### config.mk
export PLATFORM = sky130hd
export DESIGN_NAME = kinetic_scroll_engine
export DESIGN_NICKNAME = d
export VERILOG_FILES = /design/src/hdl/ks_pkg.sv /design/src/hdl/ks_dp.sv /design/src/hdl/ks_ctrl.sv /design/src/hdl/kinetic_scroll_engine.sv
export SDC_FILE = /design/constraint.sdc
export NUM_CORES = 2
export LEC_CHECK = 0
export ABC_AREA = 0
export BUFFER_PORTS_ARGS = -buffer_cell sky130_fd_sc_hd__buf_2
export CORE_UTILIZATION = 65
export CTS_CLUSTER_DIAMETER = 30
export DETAILED_ROUTE_END_ITERATION = 10
export PLACE_DENSITY = 0.83
export SETUP_SLACK_MARGIN = 0.5
export SYNTH_ARGS = -nofsm -noshare
export SYNTH_HDL_FRONTEND = slang
export SYNTH_SLANG_ARGS = --single-unit
### constraint.sdc
create_clock -name clk -period 12.15 [get_ports clk]
set_input_delay 3.0375 -clock clk [delete_from_list [all_inputs] [get_ports clk]]
set_output_delay 3.0375 -clock clk [all_outputs]
set_load 0.02 [all_outputs]
### src/hdl/ks_pkg.sv
// shared types, constants and the decay table of the kinetic scroll engine
package ks_pkg;

	// fixed-point format and table size
	localparam int FRAC_BITS         = 8;
	localparam int DECAY_TABLE_DEPTH = 256;
	localparam int IDX_W             = $clog2(DECAY_TABLE_DEPTH);

	// field widths
	localparam int OFF_W  = 24;
	localparam int VEL_W  = 25;
	localparam int Y_W    = 10;
	localparam int DT_W   = 16;
	localparam int CFG_W  = 16;
	localparam int ADDR_W = 3;
	localparam int DATA_W = 32;

	// datapath widths
	localparam int DQ_W      = Y_W + 1 + FRAC_BITS;
	localparam int DIV_W     = Y_W + DT_W + FRAC_BITS + 1;
	localparam int DIV_CNT_W = $clog2(DIV_W);
	localparam int MUL_A_W   = VEL_W;
	localparam int MUL_B_W   = DT_W + 1;
	localparam int MUL_P_W   = MUL_A_W + MUL_B_W;
	localparam int RND_W     = MUL_P_W - 16;
	localparam int SUM_W     = RND_W + 2;
	localparam int MAXF_W    = CFG_W + FRAC_BITS;
	localparam int GAIN_W    = DT_W + 4;

	// scaling constants
	localparam logic [DT_W-1:0]    DT_DEFAULT  = 16'd1092;
	localparam logic [MUL_B_W-1:0] RUBBER_Q16  = 17'd22938;
	localparam logic [MUL_B_W-1:0] ONE_Q16     = 17'd65536;
	localparam int                 SPRING_GAIN = 12;
	localparam int                 MIN_SPEED   = 8 << FRAC_BITS;
	localparam int                 SNAP_DIST   = 1 << (FRAC_BITS - 1);

	// saturation limits
	localparam logic signed [OFF_W-1:0] OFF_MAX = {1'b0, {(OFF_W-1){1'b1}}};
	localparam logic signed [OFF_W-1:0] OFF_MIN = {1'b1, {(OFF_W-1){1'b0}}};
	localparam logic signed [VEL_W-1:0] VEL_MAX = {1'b0, {(VEL_W-1){1'b1}}};
	localparam logic signed [VEL_W-1:0] VEL_MIN = {1'b1, {(VEL_W-1){1'b0}}};

	// register indexes
	localparam logic REG_CONTENT_HEIGHT = 1'b0;
	localparam logic REG_VIEW_HEIGHT    = 1'b1;

	// decay table type: exp(-4*i/depth) in Q0.16
	typedef logic [DECAY_TABLE_DEPTH-1:0][15:0] decay_tab_t;

	// table built at elaboration from a 7-term series for exp(-4/depth) in Q0.32
	function automatic decay_tab_t build_decay();
		logic [63:0] x;
		logic [63:0] term;
		logic [63:0] r;
		logic [63:0] p;
		logic [63:0] e;
		decay_tab_t  tab;
		x    = (64'd4 << 32) / DECAY_TABLE_DEPTH;
		term = 64'd1 << 32;
		r    = 64'd1 << 32;
		p    = 64'd1 << 32;
		term = (term * x) >> 32;
		r    = r - term;
		term = ((term * x) >> 32) / 2;
		r    = r + term;
		term = ((term * x) >> 32) / 3;
		r    = r - term;
		term = ((term * x) >> 32) / 4;
		r    = r + term;
		term = ((term * x) >> 32) / 5;
		r    = r - term;
		term = ((term * x) >> 32) / 6;
		r    = r + term;
		for (int i = 0; i < DECAY_TABLE_DEPTH; i++) begin
			e = (p + 64'd32768) >> 16;
			tab[i] = (e > 64'd65535) ? 16'hFFFF : e[15:0];
			p = (p * r + (64'd1 << 31)) >> 32;
		end
		return tab;
	endfunction

	localparam decay_tab_t DECAY_ROM = build_decay();

	// datapath operations
	typedef enum logic [3:0] {
		OP_NONE,
		OP_LOAD,
		OP_PRESS,
		OP_DRAG_CHK,
		OP_MUL,
		OP_RUB_FIN,
		OP_DRAG_ADD,
		OP_DIV_STEP,
		OP_DIV_FIN,
		OP_GLIDE_OFF,
		OP_GLIDE_VEL,
		OP_VEL_ZERO,
		OP_SPR_FIN
	} ks_op_t;

	// multiplier operand selection
	typedef enum logic [1:0] {
		MSEL_RUB,
		MSEL_GOFF,
		MSEL_GVEL,
		MSEL_SPR
	} ks_msel_t;

	// sequencer states
	typedef enum logic [4:0] {
		ST_IDLE,
		ST_PRESS,
		ST_DRAG_CHK,
		ST_DRAG_SEL,
		ST_RUB_MUL,
		ST_RUB_FIN,
		ST_DRAG_ADD,
		ST_DIV,
		ST_DIV_FIN,
		ST_GLIDE_CHK,
		ST_GOFF_MUL,
		ST_GOFF_FIN,
		ST_GVEL_MUL,
		ST_GVEL_FIN,
		ST_SPR_CHK,
		ST_SPR_MUL,
		ST_SPR_FIN,
		ST_DONE
	} ks_state_t;

	typedef struct packed {
		ks_op_t   op;
		ks_msel_t msel;
	} ks_cmd_t;

	typedef struct packed {
		logic dragging;
		logic go_drag;
		logic rubber;
		logic delta_zero;
		logic div_last;
		logic glide;
		logic under;
		logic over;
	} ks_sts_t;

endpackage

### src/hdl/ks_dp.sv
// datapath of the kinetic scroll engine: state, shared multiplier and serial divider
module ks_dp import ks_pkg::*; (
	input  logic                    clk,
	input  logic                    arst_n,
	input  ks_cmd_t                 cmd,
	output ks_sts_t                 sts,
	input  logic                    touch_down,
	input  logic                    touch_pressed,
	input  logic [Y_W-1:0]          touch_y,
	input  logic                    owns_touch,
	input  logic [DT_W-1:0]         frame_time,
	input  logic [CFG_W-1:0]        content_height,
	input  logic [CFG_W-1:0]        view_height,
	output logic signed [OFF_W-1:0] offset,
	output logic signed [VEL_W-1:0] velocity,
	output logic                    dragging
);

	// scroll state
	logic                    dragging_q;
	logic [Y_W-1:0]          last_y_q;
	logic signed [OFF_W-1:0] offset_q;
	logic signed [VEL_W-1:0] velocity_q;
	logic                    go_q;
	logic                    rub_q;
	logic [DIV_CNT_W-1:0]    div_cnt_q;

	// per-frame payload
	logic                    down_q;
	logic                    pressed_q;
	logic                    owns_q;
	logic [Y_W-1:0]          ty_q;
	logic [DT_W-1:0]         dt_q;
	logic [MUL_B_W-1:0]      gain_q;
	logic signed [OFF_W-1:0] maxq_q;
	logic [15:0]             decay_q;
	logic signed [Y_W:0]     delta_q;
	logic signed [DQ_W-1:0]  dq_q;
	logic [MUL_P_W-1:0]      mul_p_q;
	logic                    mul_neg_q;
	logic [DT_W-1:0]         div_rem_q;
	logic [DIV_W-1:0]        div_quo_q;
	logic                    div_neg_q;

	// combinational helpers
	logic [DT_W-1:0]         dt_eff;
	logic [GAIN_W-1:0]       gain_full;
	logic [MUL_B_W-1:0]      gain_eff;
	logic [31:0]             idx_full;
	logic [IDX_W-1:0]        idx;
	logic signed [CFG_W:0]   range_d;
	logic [MAXF_W-1:0]       maxq_full;
	logic signed [OFF_W-1:0] maxq_eff;
	logic signed [Y_W:0]     delta_c;
	logic                    rub_c;
	logic [DQ_W-1:0]         dq_mag;
	logic [VEL_W-1:0]        vel_mag;
	logic [OFF_W-1:0]        under_mag;
	logic [OFF_W-1:0]        over_mag;
	logic [Y_W:0]            delta_mag;
	logic [MUL_A_W-1:0]      mul_a;
	logic [MUL_B_W-1:0]      mul_b;
	logic                    mul_neg;
	logic [RND_W-1:0]        rnd_mag;
	logic [SUM_W-1:0]        rnd_u;
	logic signed [SUM_W-1:0] rnd_s;
	logic signed [SUM_W-1:0] off_ext;
	logic signed [SUM_W-1:0] glide_sum;
	logic signed [SUM_W-1:0] drag_sum;
	logic signed [OFF_W-1:0] spr_off;
	logic signed [OFF_W-1:0] spr_target;
	logic signed [OFF_W:0]   snap_d;
	logic [OFF_W:0]          snap_abs;
	logic signed [OFF_W-1:0] spr_final;
	logic [DT_W:0]           div_shift;
	logic                    div_ge;
	logic [DT_W:0]           div_sub;
	logic [DIV_W-1:0]        div_init;
	logic signed [VEL_W-1:0] div_vel;

	localparam logic [DIV_W-1:0] VEL_POS_LIM = DIV_W'($unsigned(VEL_MAX));
	localparam logic [DIV_W-1:0] VEL_NEG_LIM = VEL_POS_LIM + 1'b1;

	function automatic logic signed [OFF_W-1:0] sat_off(input logic signed [SUM_W-1:0] v);
		if (v > SUM_W'(OFF_MAX))
			return OFF_MAX;
		else if (v < SUM_W'(OFF_MIN))
			return OFF_MIN;
		else
			return v[OFF_W-1:0];
	endfunction

	function automatic logic signed [VEL_W-1:0] sat_vel(input logic signed [SUM_W-1:0] v);
		if (v > SUM_W'(VEL_MAX))
			return VEL_MAX;
		else if (v < SUM_W'(VEL_MIN))
			return VEL_MIN;
		else
			return v[VEL_W-1:0];
	endfunction

	// frame time, spring gain, decay index and scroll limit
	always_comb begin
		dt_eff    = (frame_time == '0) ? DT_DEFAULT : frame_time;
		gain_full = GAIN_W'(dt_eff) * GAIN_W'(SPRING_GAIN);
		gain_eff  = (gain_full > GAIN_W'(ONE_Q16)) ? ONE_Q16 : gain_full[MUL_B_W-1:0];
		idx_full  = (32'(dt_eff) * 32'(DECAY_TABLE_DEPTH)) >> 16;
		idx       = (idx_full >= 32'(DECAY_TABLE_DEPTH)) ? IDX_W'(DECAY_TABLE_DEPTH - 1)
		                                                 : idx_full[IDX_W-1:0];
		range_d   = $signed({1'b0, content_height}) - $signed({1'b0, view_height});
		maxq_full = range_d[CFG_W] ? '0 : (MAXF_W'(range_d[CFG_W-1:0]) << FRAC_BITS);
		maxq_eff  = (maxq_full > MAXF_W'($unsigned(OFF_MAX))) ? OFF_MAX
		                                                      : maxq_full[OFF_W-1:0];
	end

	// drag delta and rubber-band condition
	assign delta_c = $signed({1'b0, last_y_q}) - $signed({1'b0, ty_q});
	assign rub_c   = (offset_q[OFF_W-1] && delta_c[Y_W])
	              || ((offset_q > maxq_q) && !delta_c[Y_W] && (delta_c != '0));

	// magnitudes for the shared multiplier and the divider
	assign dq_mag    = dq_q[DQ_W-1] ? (~dq_q + 1'b1) : dq_q;
	assign vel_mag   = velocity_q[VEL_W-1] ? (~velocity_q + 1'b1) : velocity_q;
	assign under_mag = ~offset_q + 1'b1;
	assign over_mag  = offset_q - maxq_q;
	assign delta_mag = delta_q[Y_W] ? (~delta_q + 1'b1) : delta_q;

	// multiplier operand select
	always_comb begin
		mul_a   = '0;
		mul_b   = '0;
		mul_neg = 1'b0;
		case (cmd.msel)
			MSEL_RUB: begin
				mul_a   = MUL_A_W'(dq_mag);
				mul_b   = RUBBER_Q16;
				mul_neg = dq_q[DQ_W-1];
			end
			MSEL_GOFF: begin
				mul_a   = MUL_A_W'(vel_mag);
				mul_b   = MUL_B_W'(dt_q);
				mul_neg = velocity_q[VEL_W-1];
			end
			MSEL_GVEL: begin
				mul_a   = MUL_A_W'(vel_mag);
				mul_b   = MUL_B_W'(decay_q);
				mul_neg = velocity_q[VEL_W-1];
			end
			MSEL_SPR: begin
				mul_b = gain_q;
				if (offset_q[OFF_W-1]) begin
					mul_a   = MUL_A_W'(under_mag);
					mul_neg = 1'b0;
				end else begin
					mul_a   = MUL_A_W'(over_mag);
					mul_neg = 1'b1;
				end
			end
			default: begin
				mul_a   = '0;
			end
		endcase
	end

	// rounded Q0.16 product, ties away from zero
	always_comb begin
		rnd_mag   = RND_W'((mul_p_q + MUL_P_W'(32768)) >> 16);
		rnd_u     = SUM_W'(rnd_mag);
		rnd_s     = mul_neg_q ? -$signed(rnd_u) : $signed(rnd_u);
		off_ext   = SUM_W'(offset_q);
		glide_sum = off_ext + rnd_s;
		drag_sum  = off_ext + SUM_W'(dq_q);
	end

	// spring step with snap to the edge
	always_comb begin
		spr_off    = sat_off(glide_sum);
		spr_target = offset_q[OFF_W-1] ? '0 : maxq_q;
		snap_d     = (OFF_W+1)'(spr_off) - (OFF_W+1)'(spr_target);
		snap_abs   = snap_d[OFF_W] ? (~snap_d + 1'b1) : snap_d;
		spr_final  = (snap_abs < (OFF_W+1)'(SNAP_DIST)) ? spr_target : spr_off;
	end

	// restoring divider step and final velocity
	always_comb begin
		div_shift = {div_rem_q, div_quo_q[DIV_W-1]};
		div_ge    = div_shift >= {1'b0, dt_q};
		div_sub   = div_shift - {1'b0, dt_q};
		div_init  = (DIV_W'(delta_mag) << (DT_W + FRAC_BITS)) + DIV_W'(dt_q >> 1);
		if (div_neg_q)
			div_vel = (div_quo_q > VEL_NEG_LIM) ? VEL_MIN : -$signed(div_quo_q[VEL_W-1:0]);
		else
			div_vel = (div_quo_q > VEL_POS_LIM) ? VEL_MAX : $signed(div_quo_q[VEL_W-1:0]);
	end

	// scroll state registers
	always_ff @(posedge clk or negedge arst_n) begin
		if (!arst_n) begin
			dragging_q <= 1'b0;
			last_y_q   <= '0;
			offset_q   <= '0;
			velocity_q <= '0;
			go_q       <= 1'b0;
			rub_q      <= 1'b0;
			div_cnt_q  <= '0;
		end else begin
			case (cmd.op)
				OP_PRESS: begin
					if (owns_q && pressed_q) begin
						dragging_q <= 1'b1;
						velocity_q <= '0;
						last_y_q   <= ty_q;
					end
				end
				OP_DRAG_CHK: begin
					if (dragging_q && down_q) begin
						last_y_q <= ty_q;
						go_q     <= 1'b1;
						rub_q    <= rub_c;
					end else begin
						dragging_q <= 1'b0;
						go_q       <= 1'b0;
						rub_q      <= 1'b0;
					end
				end
				OP_DRAG_ADD: begin
					offset_q  <= sat_off(drag_sum);
					div_cnt_q <= DIV_CNT_W'(DIV_W - 1);
					if (delta_q == '0)
						velocity_q <= '0;
				end
				OP_DIV_STEP: begin
					div_cnt_q <= div_cnt_q - 1'b1;
				end
				OP_DIV_FIN: begin
					velocity_q <= div_vel;
				end
				OP_GLIDE_OFF: begin
					offset_q <= sat_off(glide_sum);
				end
				OP_GLIDE_VEL: begin
					velocity_q <= sat_vel(rnd_s);
				end
				OP_VEL_ZERO: begin
					velocity_q <= '0;
				end
				OP_SPR_FIN: begin
					offset_q   <= spr_final;
					velocity_q <= '0;
				end
				default: begin
					go_q <= go_q;
				end
			endcase
		end
	end

	// frame payload, product and divider registers
	always_ff @(posedge clk) begin
		case (cmd.op)
			OP_LOAD: begin
				down_q    <= touch_down;
				pressed_q <= touch_pressed;
				owns_q    <= owns_touch;
				ty_q      <= touch_y;
				dt_q      <= dt_eff;
				gain_q    <= gain_eff;
				maxq_q    <= maxq_eff;
				decay_q   <= DECAY_ROM[idx];
			end
			OP_DRAG_CHK: begin
				delta_q <= delta_c;
				dq_q    <= DQ_W'(delta_c) <<< FRAC_BITS;
			end
			OP_MUL: begin
				mul_p_q   <= MUL_P_W'(mul_a) * MUL_P_W'(mul_b);
				mul_neg_q <= mul_neg;
			end
			OP_RUB_FIN: begin
				dq_q <= rnd_s[DQ_W-1:0];
			end
			OP_DRAG_ADD: begin
				div_rem_q <= '0;
				div_quo_q <= div_init;
				div_neg_q <= delta_q[Y_W];
			end
			OP_DIV_STEP: begin
				div_rem_q <= div_ge ? div_sub[DT_W-1:0] : div_shift[DT_W-1:0];
				div_quo_q <= {div_quo_q[DIV_W-2:0], div_ge};
			end
			default: begin
				dt_q <= dt_q;
			end
		endcase
	end

	// status back to the sequencer
	always_comb begin
		sts.dragging   = dragging_q;
		sts.go_drag    = go_q;
		sts.rubber     = rub_q;
		sts.delta_zero = (delta_q == '0);
		sts.div_last   = (div_cnt_q == '0);
		sts.glide      = (vel_mag > VEL_W'(MIN_SPEED));
		sts.under      = offset_q[OFF_W-1];
		sts.over       = (offset_q > maxq_q);
	end

	assign offset   = offset_q;
	assign velocity = velocity_q;
	assign dragging = dragging_q;

endmodule

### src/hdl/ks_ctrl.sv
// sequencer of the kinetic scroll engine: steps the datapath through one frame
module ks_ctrl import ks_pkg::*; (
	input  logic    clk,
	input  logic    arst_n,
	input  logic    in_valid,
	input  logic    out_free,
	input  ks_sts_t sts,
	output ks_cmd_t cmd,
	output logic    in_ready,
	output logic    out_load
);

	ks_state_t state_q;
	ks_state_t state_d;

	// state register
	always_ff @(posedge clk or negedge arst_n) begin
		if (!arst_n) begin
			state_q <= ST_IDLE;
		end else begin
			state_q <= state_d;
		end
	end

	// next state and commands
	always_comb begin
		state_d  = state_q;
		cmd.op   = OP_NONE;
		cmd.msel = MSEL_RUB;
		in_ready = 1'b0;
		out_load = 1'b0;
		case (state_q)
			ST_IDLE: begin
				in_ready = 1'b1;
				if (in_valid) begin
					cmd.op  = OP_LOAD;
					state_d = ST_PRESS;
				end
			end
			ST_PRESS: begin
				cmd.op  = OP_PRESS;
				state_d = ST_DRAG_CHK;
			end
			ST_DRAG_CHK: begin
				cmd.op  = OP_DRAG_CHK;
				state_d = ST_DRAG_SEL;
			end
			ST_DRAG_SEL: begin
				if (!sts.go_drag)
					state_d = ST_GLIDE_CHK;
				else if (sts.rubber)
					state_d = ST_RUB_MUL;
				else
					state_d = ST_DRAG_ADD;
			end
			ST_RUB_MUL: begin
				cmd.op   = OP_MUL;
				cmd.msel = MSEL_RUB;
				state_d  = ST_RUB_FIN;
			end
			ST_RUB_FIN: begin
				cmd.op  = OP_RUB_FIN;
				state_d = ST_DRAG_ADD;
			end
			ST_DRAG_ADD: begin
				cmd.op  = OP_DRAG_ADD;
				state_d = sts.delta_zero ? ST_DONE : ST_DIV;
			end
			ST_DIV: begin
				cmd.op = OP_DIV_STEP;
				if (sts.div_last)
					state_d = ST_DIV_FIN;
			end
			ST_DIV_FIN: begin
				cmd.op  = OP_DIV_FIN;
				state_d = ST_DONE;
			end
			ST_GLIDE_CHK: begin
				if (sts.glide) begin
					state_d = ST_GOFF_MUL;
				end else begin
					cmd.op  = OP_VEL_ZERO;
					state_d = ST_SPR_CHK;
				end
			end
			ST_GOFF_MUL: begin
				cmd.op   = OP_MUL;
				cmd.msel = MSEL_GOFF;
				state_d  = ST_GOFF_FIN;
			end
			ST_GOFF_FIN: begin
				cmd.op  = OP_GLIDE_OFF;
				state_d = ST_GVEL_MUL;
			end
			ST_GVEL_MUL: begin
				cmd.op   = OP_MUL;
				cmd.msel = MSEL_GVEL;
				state_d  = ST_GVEL_FIN;
			end
			ST_GVEL_FIN: begin
				cmd.op  = OP_GLIDE_VEL;
				state_d = ST_SPR_CHK;
			end
			ST_SPR_CHK: begin
				state_d = (sts.under || sts.over) ? ST_SPR_MUL : ST_DONE;
			end
			ST_SPR_MUL: begin
				cmd.op   = OP_MUL;
				cmd.msel = MSEL_SPR;
				state_d  = ST_SPR_FIN;
			end
			ST_SPR_FIN: begin
				cmd.op  = OP_SPR_FIN;
				state_d = ST_DONE;
			end
			ST_DONE: begin
				if (out_free) begin
					out_load = 1'b1;
					state_d  = ST_IDLE;
				end
			end
			default: begin
				state_d = ST_IDLE;
			end
		endcase
	end

endmodule

### src/hdl/kinetic_scroll_engine.sv
// top level of the kinetic scroll engine: register port, sequencer, datapath, result register
//
// One touch frame enters per input beat (in_valid/in_ready); one result beat
// (out_valid/out_ready) carries the offset, velocity and drag flag after that frame.
// content_height and view_height are written over the APB port at byte addresses 0
// and 4; the user must write them only while the block is idle, which the block
// itself does not enforce. pready is always high. A plain release frame runs the
// press and drag checks, then the glide and spring checks; a glide adds the offset
// and velocity products, the spring its own product, and a moving drag runs the
// one-bit-per-cycle divider that forms delta/dt (after a rubber-band product past
// an edge). A new frame is taken the cycle after the previous result has been
// moved into the output register.
// The glide, rubber-band and spring products share a single multiplier.
// A receiver stall holds the result in the output register; the next frame is
// still accepted and computed, and waits for the output register to free up.
// Reset clears the scroll state and both registers to zero; the decay table
// is a constant and needs no fill.
module kinetic_scroll_engine import ks_pkg::*; (
	input  logic                    clk,
	input  logic                    arst_n,
	input  logic                    psel,
	input  logic                    penable,
	input  logic                    pwrite,
	input  logic [ADDR_W-1:0]       paddr,
	input  logic [DATA_W-1:0]       pwdata,
	output logic [DATA_W-1:0]       prdata,
	output logic                    pready,
	input  logic                    in_valid,
	output logic                    in_ready,
	input  logic                    touch_down,
	input  logic                    touch_pressed,
	input  logic [Y_W-1:0]          touch_y,
	input  logic                    owns_touch,
	input  logic [DT_W-1:0]         frame_time,
	output logic                    out_valid,
	input  logic                    out_ready,
	output logic signed [OFF_W-1:0] scroll_offset,
	output logic signed [VEL_W-1:0] scroll_velocity,
	output logic                    is_dragging
);

	logic [CFG_W-1:0]        content_height_q;
	logic [CFG_W-1:0]        view_height_q;
	logic                    out_valid_q;
	logic signed [OFF_W-1:0] scroll_offset_q;
	logic signed [VEL_W-1:0] scroll_velocity_q;
	logic                    is_dragging_q;

	ks_cmd_t                 cmd;
	ks_sts_t                 sts;
	logic                    out_free;
	logic                    out_load;
	logic signed [OFF_W-1:0] dp_offset;
	logic signed [VEL_W-1:0] dp_velocity;
	logic                    dp_dragging;

	// register port
	assign pready = 1'b1;

	always_ff @(posedge clk or negedge arst_n) begin
		if (!arst_n) begin
			content_height_q <= '0;
			view_height_q    <= '0;
		end else if (psel && penable && pwrite) begin
			case (paddr[2])
				REG_CONTENT_HEIGHT: content_height_q <= pwdata[CFG_W-1:0];
				REG_VIEW_HEIGHT:    view_height_q    <= pwdata[CFG_W-1:0];
				default:            view_height_q    <= view_height_q;
			endcase
		end
	end

	always_comb begin
		case (paddr[2])
			REG_CONTENT_HEIGHT: prdata = DATA_W'(content_height_q);
			REG_VIEW_HEIGHT:    prdata = DATA_W'(view_height_q);
			default:            prdata = '0;
		endcase
	end

	// sequencer
	ks_ctrl u_ctrl (
		.clk      (clk),
		.arst_n   (arst_n),
		.in_valid (in_valid),
		.out_free (out_free),
		.sts      (sts),
		.cmd      (cmd),
		.in_ready (in_ready),
		.out_load (out_load)
	);

	// datapath
	ks_dp u_dp (
		.clk            (clk),
		.arst_n         (arst_n),
		.cmd            (cmd),
		.sts            (sts),
		.touch_down     (touch_down),
		.touch_pressed  (touch_pressed),
		.touch_y        (touch_y),
		.owns_touch     (owns_touch),
		.frame_time     (frame_time),
		.content_height (content_height_q),
		.view_height    (view_height_q),
		.offset         (dp_offset),
		.velocity       (dp_velocity),
		.dragging       (dp_dragging)
	);

	// result register
	assign out_free = !out_valid_q || out_ready;

	always_ff @(posedge clk or negedge arst_n) begin
		if (!arst_n) begin
			out_valid_q <= 1'b0;
		end else if (out_load) begin
			out_valid_q <= 1'b1;
		end else if (out_ready) begin
			out_valid_q <= 1'b0;
		end
	end

	always_ff @(posedge clk) begin
		if (out_load) begin
			scroll_offset_q   <= dp_offset;
			scroll_velocity_q <= dp_velocity;
			is_dragging_q     <= dp_dragging;
		end
	end

	assign out_valid       = out_valid_q;
	assign scroll_offset   = scroll_offset_q;
	assign scroll_velocity = scroll_velocity_q;
	assign is_dragging     = is_dragging_q;

`ifndef SYNTHESIS
	// a result is never written over one that is still waiting
	a_no_overwrite: assert property (@(posedge clk) disable iff (!arst_n)
		out_load |-> (!out_valid_q || out_ready))
		else $error("result register overwritten while stalled");

	// one frame at a time
	a_one_frame: assert property (@(posedge clk) disable iff (!arst_n)
		(in_valid && in_ready) |=> !in_ready)
		else $error("input taken while a frame is in progress");

	// released content above the top edge has been stopped by the spring
	a_spring_stops: assert property (@(posedge clk) disable iff (!arst_n)
		(out_valid && !is_dragging && scroll_offset[OFF_W-1]) |-> (scroll_velocity == '0))
		else $error("velocity left nonzero past the edge after release");
`endif

endmodule
# Word level (Yosys, flattened, before mapping)
# Memory sizes are Yosys's and may differ from the RTL's. A register that Yosys moved wholly into a read port is not among the register bits.
# Cells that the tools add are included.
word_totals:
  memories: 1
  mem_bits_ro: 4096
  register_bits: 351
classes:
  add_sub_neg: 17
  bitwise: 6
  n_mux: 60
  order_cmp: 15
  reduce_logical: 34
  multipliers: 2
  eq_ne: 39
memory_table:
  columns: ["memory", "depth", "word_bits", "rd", "rd_ports_with_merged_regs", "write_ports", "line", "rtl"]
  rows:
  - ["(name not given)", 256, 16, 1, 1, 0, "ks_dp.sv:269", "decay_q <= DECAY_ROM[idx];"]
op_table:
  columns: ["op", "count"]
  rows:
  - ["25-bit two-way mux", 9]
  - ["24-bit two-way mux", 8]
  - ["25-bit one-hot mux with 5 select lines", 1]
  - ["5-bit one-hot mux with 17 select lines", 1]
  - ["25-bit one-hot mux with 3 select lines", 1]
  - ["24-bit one-hot mux with 3 select lines", 1]
  - ["35-bit one-hot mux with 2 select lines", 1]
  - ["17-bit one-hot mux with 4 select lines", 1]
  - ["32-bit one-hot mux with 2 select lines", 1]
  - ["28-bit by 24-bit greater-than comparator with 1-bit output, second input constant", 2]
  - ["28-bit by 24-bit less-than comparator with 1-bit output, second input constant", 2]
  - ["25-bit by 1-bit adder with 25-bit output, second input constant", 2]
  - ["25-bit NOT", 2]
  - ["4-bit one-hot mux with 12 select lines", 1]
  - ["42-bit by 16-bit adder with 42-bit output, second input constant", 1]
  - ["25-bit by 17-bit multiplier with 42-bit output", 1]
  - ["5-bit by 4-bit == test with 1-bit output, second input constant", 8]
  - ["19-bit one-hot mux with 2 select lines", 1]
  - ["35-bit by 15-bit adder with 35-bit output", 1]
  - ["35-bit by 24-bit greater-than comparator with 1-bit output, second input constant", 1]
  - ["35-bit by 25-bit greater-than comparator with 1-bit output, second input constant", 1]
  - ["16-bit two-way mux", 2]
  - ["16-bit one-hot mux with 2 select lines", 1]
  - ["24-bit by 28-bit adder with 28-bit output", 1]
  - ["69 further kinds", 122]

# Logic depth before layout (Yosys ltp)
logic_depth:
  ltp_word: 14
  mapped_depth: 41

# Cells and area by module
# From an unflattened synthesis, not the netlist that was laid out.
unflattened:
  hier_cells: 5150
  hier_area_um2: 43656.9
modules_own_cells:
  columns: ["module", "instances", "area_per_inst_um2", "cells_per_inst", "seq_area_each_um2"]
  rows:
  - ["ks_dp", 1, 39828.2, 4901, 7317.0]
  - ["kinetic_scroll_engine", 1, 3136.8, 158, 2327.2]
  - ["ks_ctrl", 1, 691.9, 91, 125.1]

# Worst setup path after synthesis
# Ideal clock, no wire load.
synth_timing:
  kind: "register -> register"
  startpoint: "reg u_dp.offset_q[0] (netlist: u_dp.offset[0])"
  endpoint: "reg u_dp.mul_p_q[36], data pin"
  arrival_ns: 9.569
  required_ns: 12.015
  setup_ns: 0.135
  slack_ns: 2.447
  synth_period_minus_slack_ns: 9.703
  path_stages_with_launch: 39
  path_cell_list: "dfrtp_1 > inv_1 > ha_1 > inv_1 > fa_1 > a21o_1 > a21oi_1 > o21bai_1 > a21o_1 > a21oi_1 > o21ba_2 > o21bai_1 > a21oi_1 > xor2_1 > o221ai_1 > a21boi_1 > nand2_1 > fa_1 > (+3 left out) > fa_1 > inv_1 > fa_1 > inv_1 > fa_1 > ha_1 > a211oi_1 > nand2_1 > a2111o_1 > a21oi_1 > o21ai_0 > a31oi_1 > o21ai_0 > a311oi_1 > a211oi_1 > o21a_1 > or4_1 > nand3_1"
synth_between:
  elab_chain_len: 5
synth_rtl:
  columns: ["element", "line", "rtl"]
  rows:
  - ["start, declared", "ks_dp.sv:22", "logic signed [OFF_W-1:0] offset_q;"]
  - ["start signal, assigned", "ks_dp.sv:227", "offset_q <= sat_off(drag_sum);"]
  - ["start signal, assigned", "ks_dp.sv:239", "offset_q <= sat_off(glide_sum);"]
  - ["start signal, assigned", "ks_dp.sv:248", "offset_q <= spr_final;"]
  - ["24-bit NOT", "ks_dp.sv:124", "assign under_mag = ~offset_q + 1'b1;"]
  - ["24-bit by 1-bit adder with 24-bit output", "ks_dp.sv:124", null]
  - ["24-bit two-way mux (*)", "ks_dp.sv:151", "if (offset_q[OFF_W-1]) begin"]
  - ["25-bit one-hot mux with 3 select lines (*)", "ks_dp.sv:133", "case (cmd.msel)"]
  - ["25-bit by 17-bit multiplier with 42-bit output (*)", "ks_dp.sv:276", "mul_p_q <= MUL_P_W'(mul_a) * MUL_P_W'(mul_b);"]
  - ["end signal, assigned", "ks_dp.sv:276", null]
  - ["end, declared", "ks_dp.sv:39", "logic [MUL_P_W-1:0] mul_p_q;"]
# Mark *: on every way between the ends. The rest lies on a longest branch, timed or not.
# A chain may end at the register's enable or synchronous reset.

# Worst setup path in the final report
layout_timing:
  startpoint: "reg u_dp.maxq_q[7]"
  endpoint: "reg u_dp.mul_p_q[36], data pin"
layout_between:
  elab_chain_len: 4
layout_rtl:
  columns: ["element", "line", "rtl"]
  rows:
  - ["start, declared", "ks_dp.sv:35", "logic signed [OFF_W-1:0] maxq_q;"]
  - ["start signal, assigned", "ks_dp.sv:268", "maxq_q <= maxq_eff;"]
  - ["24-bit subtractor", "ks_dp.sv:125", "assign over_mag = offset_q - maxq_q;"]
  - ["24-bit two-way mux", "ks_dp.sv:151", null]
  - ["25-bit one-hot mux with 3 select lines", "ks_dp.sv:133", null]
  - ["25-bit by 17-bit multiplier with 42-bit output", "ks_dp.sv:276", null]
# No other way between the ends.

==> impl_results.md <==
* Core box area at 66,200 sq um
* Vias in the first global route at 39,699
* Nets at 5,975
* Crit share post-route at 92.4%
* Syn. warnings at 0
* Share of the synthesized area in the top cell type at 16.2%
* Initial antenna violation count at 10
* Clock buffer depth at 3
* Drt pass-1 iters at 10
* Starting Density at 66.2%
* Pin count of the biggest net entering global routing at 78
* CP max stage delay at 0.57 ns
* Nature of the critical path endpoint: flop
* Total grt overflow at 0
* CP startpoint: u_dp.maxq_q[7]
* Fmax at 89.1 MHz
* Area of the mapped netlist at 43,800 sq um
* Final setup viols at 0
* DP Wirelength at 112,000 um
* Final Hold Fails at 0
* Tmin final at 11.23 ns
* Ys async rst share at 30.9%
* Via count at 42,086
* Synth Instances at 5,244
* FF/Latch Area at 9770 sq um
* DIE AREA at 68,500 sq um
* Drt wl/cell at 24.3 um
* Most frequent cells in the layout: nand2_1, inv_1, a21oi_1, nor2_1, fa_1
* Gpl congestion at 1.04
* Number of synthesized register bits at 343
* Post-synth top flop: edfxtp_1
* Commonest non-fill, non-tap cell in the layout: nand2_1
* Layout area overhead at 8.30%
* Clock Skews at 0.0391 ns
* Cts hold-fix bufs at 0
* Critical path arrival at 11.70 ns
* Critical path class: flop to flop
* Hold Path Origin: content_height_q[0]
* Iter 0 DRT Violations at 6,504
* Worst-path clk slew at 0.06 ns
* Fillers at 5,024
* Worst Path Required at 12.62 ns
* Top Ports at 156
* Crit path max fanout at 8
* Reg2reg setup slack at 0.92 ns
* H-tree depth at 2
* R2r startpoint: u_dp.maxq_q[7]
* Die Width at 262 um
* HP Class: flop to flop
* RSZ-0062 raised after global routing: true
* Total track usage at 43.3%
* Number of flops mapped to enable cells by yosys at 237
* Run status: finished clean
* Root Buffer: clkbuf_16
* Footprint of the multi-input gates at 30,900 sq um
* Routed Antenna Nets at 0
* Max-slew violations at 0
* First-pass GRT wire length at 228,000 um
* CTS tree: yes
* Chip height at 262 um
* Post-cts resize count at 0
* Syn Area/Cell at 8.36 sq um
* Routed Wire Length at 150,000 um
* CTS Sinks at 343
* Post-CTS Setup Bufs at 0
* Slew @ Worst Pin at 1.29 ns
* Final setup TNS at 0 ns
* Critical Path Sink: u_dp.mul_p_q[36]
* Synth area leader: edfxtp_1
* R2r endpoint: u_dp.mul_p_q[36]
* Clock Latency Late Sink at 0.64 ns
* Crit-path most repeated cell: fa_1
* Max_cap viols at 0
* Worst slew margin at 13.8%
* Crit path launch type: flop
* DRC viols at 0
* Number of core rows at 94
* CTS Buf Count at 61
* Vias per Instance at 6.83
* Yosys cell types at 102
* I/O Buffers at 120
* Slowest-stage cell, CP: a311oi_1
* Fraction of the yosys area taken by sequential cells at 22.3%
* Ranking of synthesized cells by area: edfxtp_1, fa_1, ha_1, dfrtp_1, nand2_1
* Share of cells above drive strength 1 at 9.14%
* R2R cell count at 37
worst min-delay path by stage:
| stage | end | cells after the start |
|---|---|---|
| floorplan | scroll_velocity[24] | 0 |
| global placement | u_dp.last_y_q[0] | 2 |
| detailed placement | content_height_q[0] | 1 |
| CTS | content_height_q[0] | 1 |
| global route | u_dp.last_y_q[3] | 1 |
| finish | content_height_q[0] | 1 |
worst max-delay path: cells and delay by family, from the launching register on:
kind / cells / cell delay [ns]
fa+ha+maj: 8 / 3.65
buf+inv: 6 / 0.71
flops: 1 / 0.51
xor+xnor: 1 / 0.16
compound gates: 15 / 4.75
simple gates: 7 / 1.26
kinds of logic after synthesis:
family	after synthesis	share of synthesized area, %
fa+ha+maj	659	24.8
simple gates	1690	17.9
buf+inv	850	7.54
xor+xnor	259	5.18
other cells	2	0.0171
mux	85	2.16
flops	343	22.3
compound gates	1356	20.1
flip-flops by register name (all words and copies together), names as in the netlist, 5 cells and up:
| signal | flops |
|---|---|
| u_dp.last_y_q | 10 |
| content_height_q | 16 |
| u_dp.dq_q | 19 |
| u_dp.dt_q | 16 |
| u_dp.gain_q | 15 |
| u_dp.div_rem_q | 16 |
| u_dp.div_quo_q | 35 |
| u_dp.offset | 24 |
| scroll_offset | 24 |
| u_dp.div_cnt_q | 6 |
| u_dp.decay_q | 16 |
| scroll_velocity | 25 |
| u_dp.delta_q | 11 |
| u_dp.ty_q | 10 |
| view_height_q | 16 |
| u_dp.mul_p_q | 27 |
| u_dp.maxq_q | 17 |
| u_dp.velocity | 25 |
| u_ctrl.state_q | 5 |
cell usage after synthesis, drive strengths merged, types with 36 or more instances:
master,count
nand2,659
inv,539
a21oi,395
nor2,389
fa,350
ha,309
o21ai,300
clkbuf,246
edfxtp,237
xnor2,148
nor3,121
xor2,111
dfrtp,106
a21o,83
nand3,79
nor2b,78
a31oi,67
buf,63
a211oi,61
mux2,58
and2,53
nand2b,52
nand4,52
and3,51
o211ai,45
a22oi,38
o22ai,38
nor4,36
layer usage:
layer	routed length (um)	share of wire (%)	track usage (%)	vias up
met5	90	0.060	0	-
met4	7870	5.2	19.8	14
met3	21800	15	13.7	608
met2	63300	42	62.9	3070
met1	56800	38	58.9	20080
li1	-	-	-	18314
metrics by stage:
stage	setup slack [ns]	hold WS, ns	utilization (%)	cell area, sq um	std cells
2_1_floorplan	2.45	0.423	-	43900	5260
3_3_place_gp	1.14	0.485	68.3	45200	6046
3_5_place_dp	0.877	0.495	68.3	45200	6046
4_1_cts	0.839	0.507	71.6	47400	6162
5_1_grt	0.399	0.527	71.7	47500	6163
6_report	0.921	0.505	71.7	47500	6164
area by class of cell:
type	instances	share of cell area [%]
antenna	2	0.0105
clock buffer	66	3.30
clock inverter	50	1.34
inverter	541	4.28
multi-input combinational	4067	65.2
sequential	343	20.6
tap	864	2.28
timing repair buffer	231	3.06
Power is not shown: default switching activity piles up to over one toggle a cycle in this logic, so the estimate is an artifact.
